$ cat src/rtl/core/lsf_pkg.sv
package lsf_pkg;

  localparam int MOTORS_DEF     = 4;
  localparam int COS_DEPTH_DEF  = 256;
  localparam int MOTORS_MAX     = 4;

  localparam int POS_W          = 28;
  localparam int VEL_W          = 17;
  localparam int TGT_W          = 28;
  localparam int DRIVE_W        = 15;
  localparam int GAIN_W         = 32;
  localparam int Q824_W         = 24;
  localparam int TOL_W          = 27;
  localparam int MECH_W         = 2;
  localparam int CFG_AW         = 3;
  localparam int CFG_DW         = 32;
  localparam int IN_DATA_W      = 208;
  localparam int OUT_DATA_W     = 24;

  localparam int VELA_W         = 20;
  localparam int ERR_W          = POS_W + 1;
  localparam int COS_W          = 17;
  localparam int FB_W           = 63;
  localparam int FF_W           = 63;
  localparam int G_W            = 20;
  localparam int G_Q16          = 642908;
  localparam int LIMIT_MV       = 12000;
  localparam int SETTLE_VEL     = 640;

  // pipeline stage numbers
  localparam int ST_SUM   = 1;
  localparam int ST_DIV   = 2;
  localparam int ST_AVG   = 3;
  localparam int ST_MUL   = 4;
  localparam int ST_FB    = 5;
  localparam int ST_Q1    = 6;
  localparam int ST_R1    = 7;
  localparam int ST_Q2    = 8;
  localparam int ST_COS   = 9;
  localparam int ST_Z     = 10;
  localparam int ST_PP    = 11;
  localparam int ST_FF    = 12;
  localparam int ST_OUT   = 13;
  localparam int NSTAGE   = 13;

  typedef logic [NSTAGE:1] stage_en_t;

  typedef enum logic [MECH_W-1:0] {
    MECH_CASCADE,
    MECH_FOUR_BAR,
    MECH_SIX_BAR,
    MECH_VIRTUAL
  } mech_t;

  typedef enum logic [CFG_AW-1:0] {
    CFG_MECH,
    CFG_K_POS,
    CFG_K_VEL,
    CFG_GRAV,
    CFG_MASS,
    CFG_ARM,
    CFG_GEAR,
    CFG_TOL
  } cfg_idx_t;

  typedef struct packed {
    mech_t                     mech;
    logic signed [GAIN_W-1:0]  k_pos;
    logic signed [GAIN_W-1:0]  k_vel;
    logic signed [GAIN_W-1:0]  grav;
    logic [Q824_W-1:0]         mass;
    logic [Q824_W-1:0]         arm;
    logic [Q824_W-1:0]         gear;
    logic [TOL_W-1:0]          tol;
  } cfg_t;

  // cos(pi/2*k/2^lg) in Q1.16, from a Q30 Taylor series up to the x^16 term
  function automatic logic [COS_W-1:0] quarter_cos(input int k, input int lg);
    longint x;
    longint x2;
    longint term;
    longint sum;
    longint r;
    int     n;
    if (k >= (1 << lg)) begin
      return '0;
    end
    x    = (64'sd1686629713 * longint'(k)) >>> lg;
    x2   = x * x / 64'sd1073741824;
    term = 64'sd1073741824;
    sum  = 64'sd1073741824;
    for (n = 1; n <= 8; n++) begin
      term = term * x2 / 64'sd1073741824;
      unique case (n)
        1:       term = term / 64'sd2;
        2:       term = term / 64'sd12;
        3:       term = term / 64'sd30;
        4:       term = term / 64'sd56;
        5:       term = term / 64'sd90;
        6:       term = term / 64'sd132;
        7:       term = term / 64'sd182;
        default: term = term / 64'sd240;
      endcase
      if (n % 2 == 1) begin
        sum = sum - term;
      end else begin
        sum = sum + term;
      end
    end
    if (sum < 0) sum = 0;
    if (sum > 64'sd1073741824) sum = 64'sd1073741824;
    r = (sum + 64'sd8192) >>> 14;
    return COS_W'(r);
  endfunction

endpackage

$ cat src/rtl/core/lsf_avg.sv
module lsf_avg import lsf_pkg::*; #(
  parameter int MOTORS = MOTORS_DEF
) (
  input  logic                     clk,
  input  stage_en_t                en,
  input  logic [IN_DATA_W-1:0]     in_data,
  output logic signed [POS_W-1:0]  pos_o,
  output logic signed [VELA_W-1:0] vel_o,
  output logic signed [ERR_W-1:0]  err_o
);

  localparam int PSW = POS_W + 2;
  localparam int VSW = VEL_W + 5;
  localparam int RS  = 34;
  localparam longint unsigned RECIP_L = ((64'd1 << RS) + longint'(MOTORS) - 1) / MOTORS;
  localparam logic [RS:0] RECIP = RECIP_L[RS:0];
  localparam int VOFS = MOTORS_MAX * POS_W;
  localparam int TOFS = VOFS + MOTORS_MAX * VEL_W;

  logic signed [PSW-1:0]   psum_nxt, psum_r;
  logic signed [VSW-1:0]   vsum_nxt, vs6_r;
  logic signed [TGT_W-1:0] tgt1_r, tgt2_r;
  logic [PSW-1:0]          pa, pq_r;
  logic [VSW-1:0]          va, vq_r;
  logic                    psgn_r, vsgn_r;
  logic [PSW+RS:0]         pprod;
  logic [VSW+RS:0]         vprod;
  logic signed [POS_W-1:0] pos_nxt;

  always_comb begin
    psum_nxt = '0;
    vsum_nxt = '0;
    for (int m = 0; m < MOTORS; m++) begin
      psum_nxt = psum_nxt + PSW'($signed(in_data[m*POS_W +: POS_W]));
      vsum_nxt = vsum_nxt + VSW'($signed(in_data[VOFS + m*VEL_W +: VEL_W]));
    end
  end

  always_ff @(posedge clk) begin
    if (en[ST_SUM]) begin
      psum_r <= psum_nxt;
      vs6_r  <= vsum_nxt * VSW'(6);
      tgt1_r <= $signed(in_data[TOFS +: TGT_W]);
    end
  end

  // magnitude times reciprocal, exact for these ranges
  assign pa    = psum_r[PSW-1] ? PSW'(-psum_r) : PSW'(psum_r);
  assign va    = vs6_r[VSW-1]  ? VSW'(-vs6_r)  : VSW'(vs6_r);
  assign pprod = (PSW+RS+1)'(pa) * (PSW+RS+1)'(RECIP);
  assign vprod = (VSW+RS+1)'(va) * (VSW+RS+1)'(RECIP);

  always_ff @(posedge clk) begin
    if (en[ST_DIV]) begin
      pq_r   <= PSW'(pprod >> RS);
      vq_r   <= VSW'(vprod >> RS);
      psgn_r <= psum_r[PSW-1];
      vsgn_r <= vs6_r[VSW-1];
      tgt2_r <= tgt1_r;
    end
  end

  assign pos_nxt = psgn_r ? POS_W'(-pq_r) : POS_W'(pq_r);

  always_ff @(posedge clk) begin
    if (en[ST_AVG]) begin
      pos_o <= pos_nxt;
      vel_o <= vsgn_r ? VELA_W'(-vq_r) : VELA_W'(vq_r);
      err_o <= ERR_W'(pos_nxt) - ERR_W'(tgt2_r);
    end
  end

endmodule

$ cat config.mk
export PLATFORM = sky130hd
export DESIGN_NAME = lsf_avg
export DESIGN_NICKNAME = d
export VERILOG_FILES = /design/src/rtl/core/lsf_pkg.sv /design/src/rtl/core/lsf_avg.sv
export SDC_FILE = /design/constraint.sdc
export NUM_CORES = 1
export LEC_CHECK = 0
export BUFFER_PORTS_ARGS = -buffer_cell sky130_fd_sc_hd__buf_2
export CAP_MARGIN = 20
export CORE_UTILIZATION = 61
export CTS_CLUSTER_DIAMETER = 40
export DETAILED_ROUTE_END_ITERATION = 16
export MAX_ROUTING_LAYER = met4
export PLACE_DENSITY = 0.9
export SYNTH_ARGS = -nofsm -noshare
export SYNTH_HDL_FRONTEND = slang
export SYNTH_SLANG_ARGS = --single-unit
$ cat constraint.sdc
create_clock -name clk -period 12.61 [get_ports clk]
set_input_delay 1.261 -clock clk [delete_from_list [all_inputs] [get_ports clk]]
set_output_delay 1.261 -clock clk [all_outputs]
set_load 0.05 [all_outputs]
==> metrics <==
max-cap violations=0; final worst-path cycle share=47.08%; vias in the first global route=11,490; die footprint=26,880 um^2; CTS clk-pin slew, worst paths=0.06 ns; FF-to-FF setup slack=7.52 ns; reg2reg start=pq_r[5]; total negative slack=0 ns; hold path depth=0; RSZ-0062 raised after global routing=no; FF-to-FF End=err_o[26]; Synth top area share=43.91%; sequential element share of the synthesized area=43.91%; Slowest-stage cell, CP=fa_1; hold endpoint=tgt2_r[17]; DRT iter0 DRCs=881; Initial Utilization=62.82%; deepest clock path buffer count=3; hold path start=tgt1_r[17]; min Tclk post-route=5.937 ns; Syn-to-layout area delta=17.19%; CTS tree=done; area of the multi-input gates=8257 um^2; htree depth=1; WP data arrival=6.19 ns; worst path cell trace=buf_2 -> inv_1 -> fa_1 -> fa_1 -> inv_1 -> ha_1 -> fa_1 -> a21oi_1 -> nor3_1 -> nor3b_1 -> o21bai_1 -> a21o_1 -> a21oi_1 -> xnor2_1 -> ha_1 -> ha_1 -> a21oi_1 -> nor2b_1 -> o21ai_0 -> o21ai_0 -> a221oi_1 -> xnor2_1; Post-Synthesis Cells=1,396; startpoint types=input port; final hold slack=0.4208 ns; Worst EP required=12.87 ns; Post-CTS Repair Setup Buffers=0; DRC Markers=0; Overall Global Routing Usage=26.50%; I/O pin cnt=299; Die Span X=164.0 um; YS warnings=0; Fin. Hold Viols=0; GP Congestion=0.8952; Synth area leaders=edfxtp_1, fa_1, ha_1, xnor2_1, inv_1; drt wl/cell=16.49 um; Slew HR=33.45%; Crit path largest cell delay=0.51 ns; Vert. Die Dim=164.0 um; Setup CP Type=in -> reg; Pre-Repair DR Iteration Count=5; leading area contributor after synthesis=edfxtp_1; post-CTS sizing=0; Num CTS Buffers=27; clk_lat worst skew=0.53 ns; FF-to-FF path depth=15; GR Overflow Total=0; Worst Setup End Kind=register; syn_nets=1,822; largest net degree at the start of global routing=80; share of cells above drive strength 1=20.49%; Core Rows=58; HPWL after DPL=26,750 um; leak pwr=8.053 nW; status=completed; Nets=2,118; Port Buffers=288; Max Freq=168.4 MHz; core box area=25,470 um^2; hold buffer count at CTS=0; Slew @ Worst Pin=0.9853 ns; Netlist Area Pre-Place=16,000 um^2; first-pass GRT wire length=55,010 um; Clock Skew=0.02343 ns; final wirelength=33,700 um; Reg area=7027 um^2; worst-path maximum fanout=6; fillers=1,661; Via density=5.648; CTS Sinks=234; commonest cells after routing, fill and taps aside=buf_2, edfxtp_1, inv_1, xnor2_1, ha_1; diode count=0; synthesized flop and latch total=234; number of flops mapped to enable cells by yosys=234; final setup vio count=0; Worst Hold Class=reg -> reg; fin. max-slew vios=0; Async SR Flop Fraction=0%; initial antenna violation count=0; commonest non-fill, non-tap cell in the layout=buf_2; power per cell area=302.7 nW/um^2; Synth Flop Type=edfxtp_1; Avg Cell Area, Syn=11.46 um^2; routed vias=11,540; post-route ant nets=0; Root Buffer=clkbuf_16; post-synth cell types=63; VDD IR max=0.0002729 V
## synth_stat cells, types with 3 or more instances
cell type,count
a211o_1,3
a211oi_1,8
a21o_1,44
a21oi_1,82
a221oi_1,3
a31oi_1,10
a41oi_1,5
and2_1,8
and3_1,8
clkbuf_1,21
edfxtp_1,234
fa_1,94
ha_1,110
inv_1,169
nand2_1,79
nand2b_1,16
nand3_1,19
nand4_1,8
nor2_1,55
nor2b_1,12
nor3_1,9
nor4_1,7
o2111ai_1,4
o211ai_1,9
o21a_1,9
o21ai_0,79
o21ba_2,3
o21bai_1,11
o31a_1,3
o31ai_1,29
o41ai_1,13
or2_2,3
or3_1,13
or4_1,16
xnor2_1,139
xor2_1,28
## how the worst max path moves through the flow
stage	from	endpoint	slack [ns]
floorplan	in_data[114]	vs6_r[20]	6.82
global placement	in_data[114]	vs6_r[20]	6.31
detailed placement	in_data[113]	vs6_r[20]	6.23
CTS	in_data[113]	vs6_r[20]	6.76
global route	in_data[113]	vs6_r[20]	6.32
finish	in_data[113]	vs6_r[20]	6.67
## where the power goes
group | leakage (nW) | internal (mW) | switching [mW]
clock | 0.460 | 0.502 | 0.316
combinational | 5.30 | 1.29 | 1.97
sequential | 2.29 | 1.39 | 0.211
total | 8.05 | 3.18 | 2.49
## state kept, by name (all words and copies together), names as in the netlist
register and count:
psgn_r 1, pos_o 28, pq_r 28, tgt1_r 28, psum_r 30, vel_o 20, tgt2_r 28, vs6_r 21
err_o 29, vsgn_r 1, vq_r 20
## area by class of cell
cell class | instances | share of cell area [%]
clock buffers | 27 | 3.603
clock inverters | 23 | 1.561
inverters | 169 | 3.383
multi-input cells | 971 | 44.03
flip-flops and latches | 234 | 37.47
well taps | 330 | 2.202
repair buffers | 289 | 7.753
## metal layers
metal,global-route usage (%),vias up,share of wire (%)
li1,-,5603,-
met1,33.87,5408,42
met2,45.92,475,50
met3,2.399,52,5.9
met4,6.061,0,1.8
met5,-,-,0
## kinds of logic (layout without fill, tap and decap cells)
kind of cell	count (synthesis)	count (layout)	synth area share, %
AO/OA/AOI/OAI	332	332	13.46
XOR/XNOR	167	167	9.141
adder cells (fa/ha/maj)	204	204	20.36
buffers and inverters	191	508	4.488
flip-flops	234	234	43.91
multiplexers	1	1	0.06256
AND/OR/NAND/NOR	267	267	8.570
## stage by stage
stage               power, mW  instance area [um^2]  setup slack, ns  instances  util [%]
detailed placement      4.804                 17780            6.234       1993     69.82
finish                  5.676                 18750            6.673       2043     73.62
CTS                     5.671                 18750            6.758       2043     73.62
global placement        4.649                 17780            6.312       1993     69.82
floorplan               4.081                 16000            6.822       1396         -
global route            6.102                 18750            6.323       2043     73.62
## worst max-delay path: cells and delay by family
family / cells / cell delay, ns
simple gates: 3 / 0.40
xor+xnor: 2 / 0.30
fa+ha+maj: 6 / 2.35
buf+inv: 3 / 0.17
compound gates: 8 / 1.70
No activity file was read; power rests on OpenSTA's default activity.
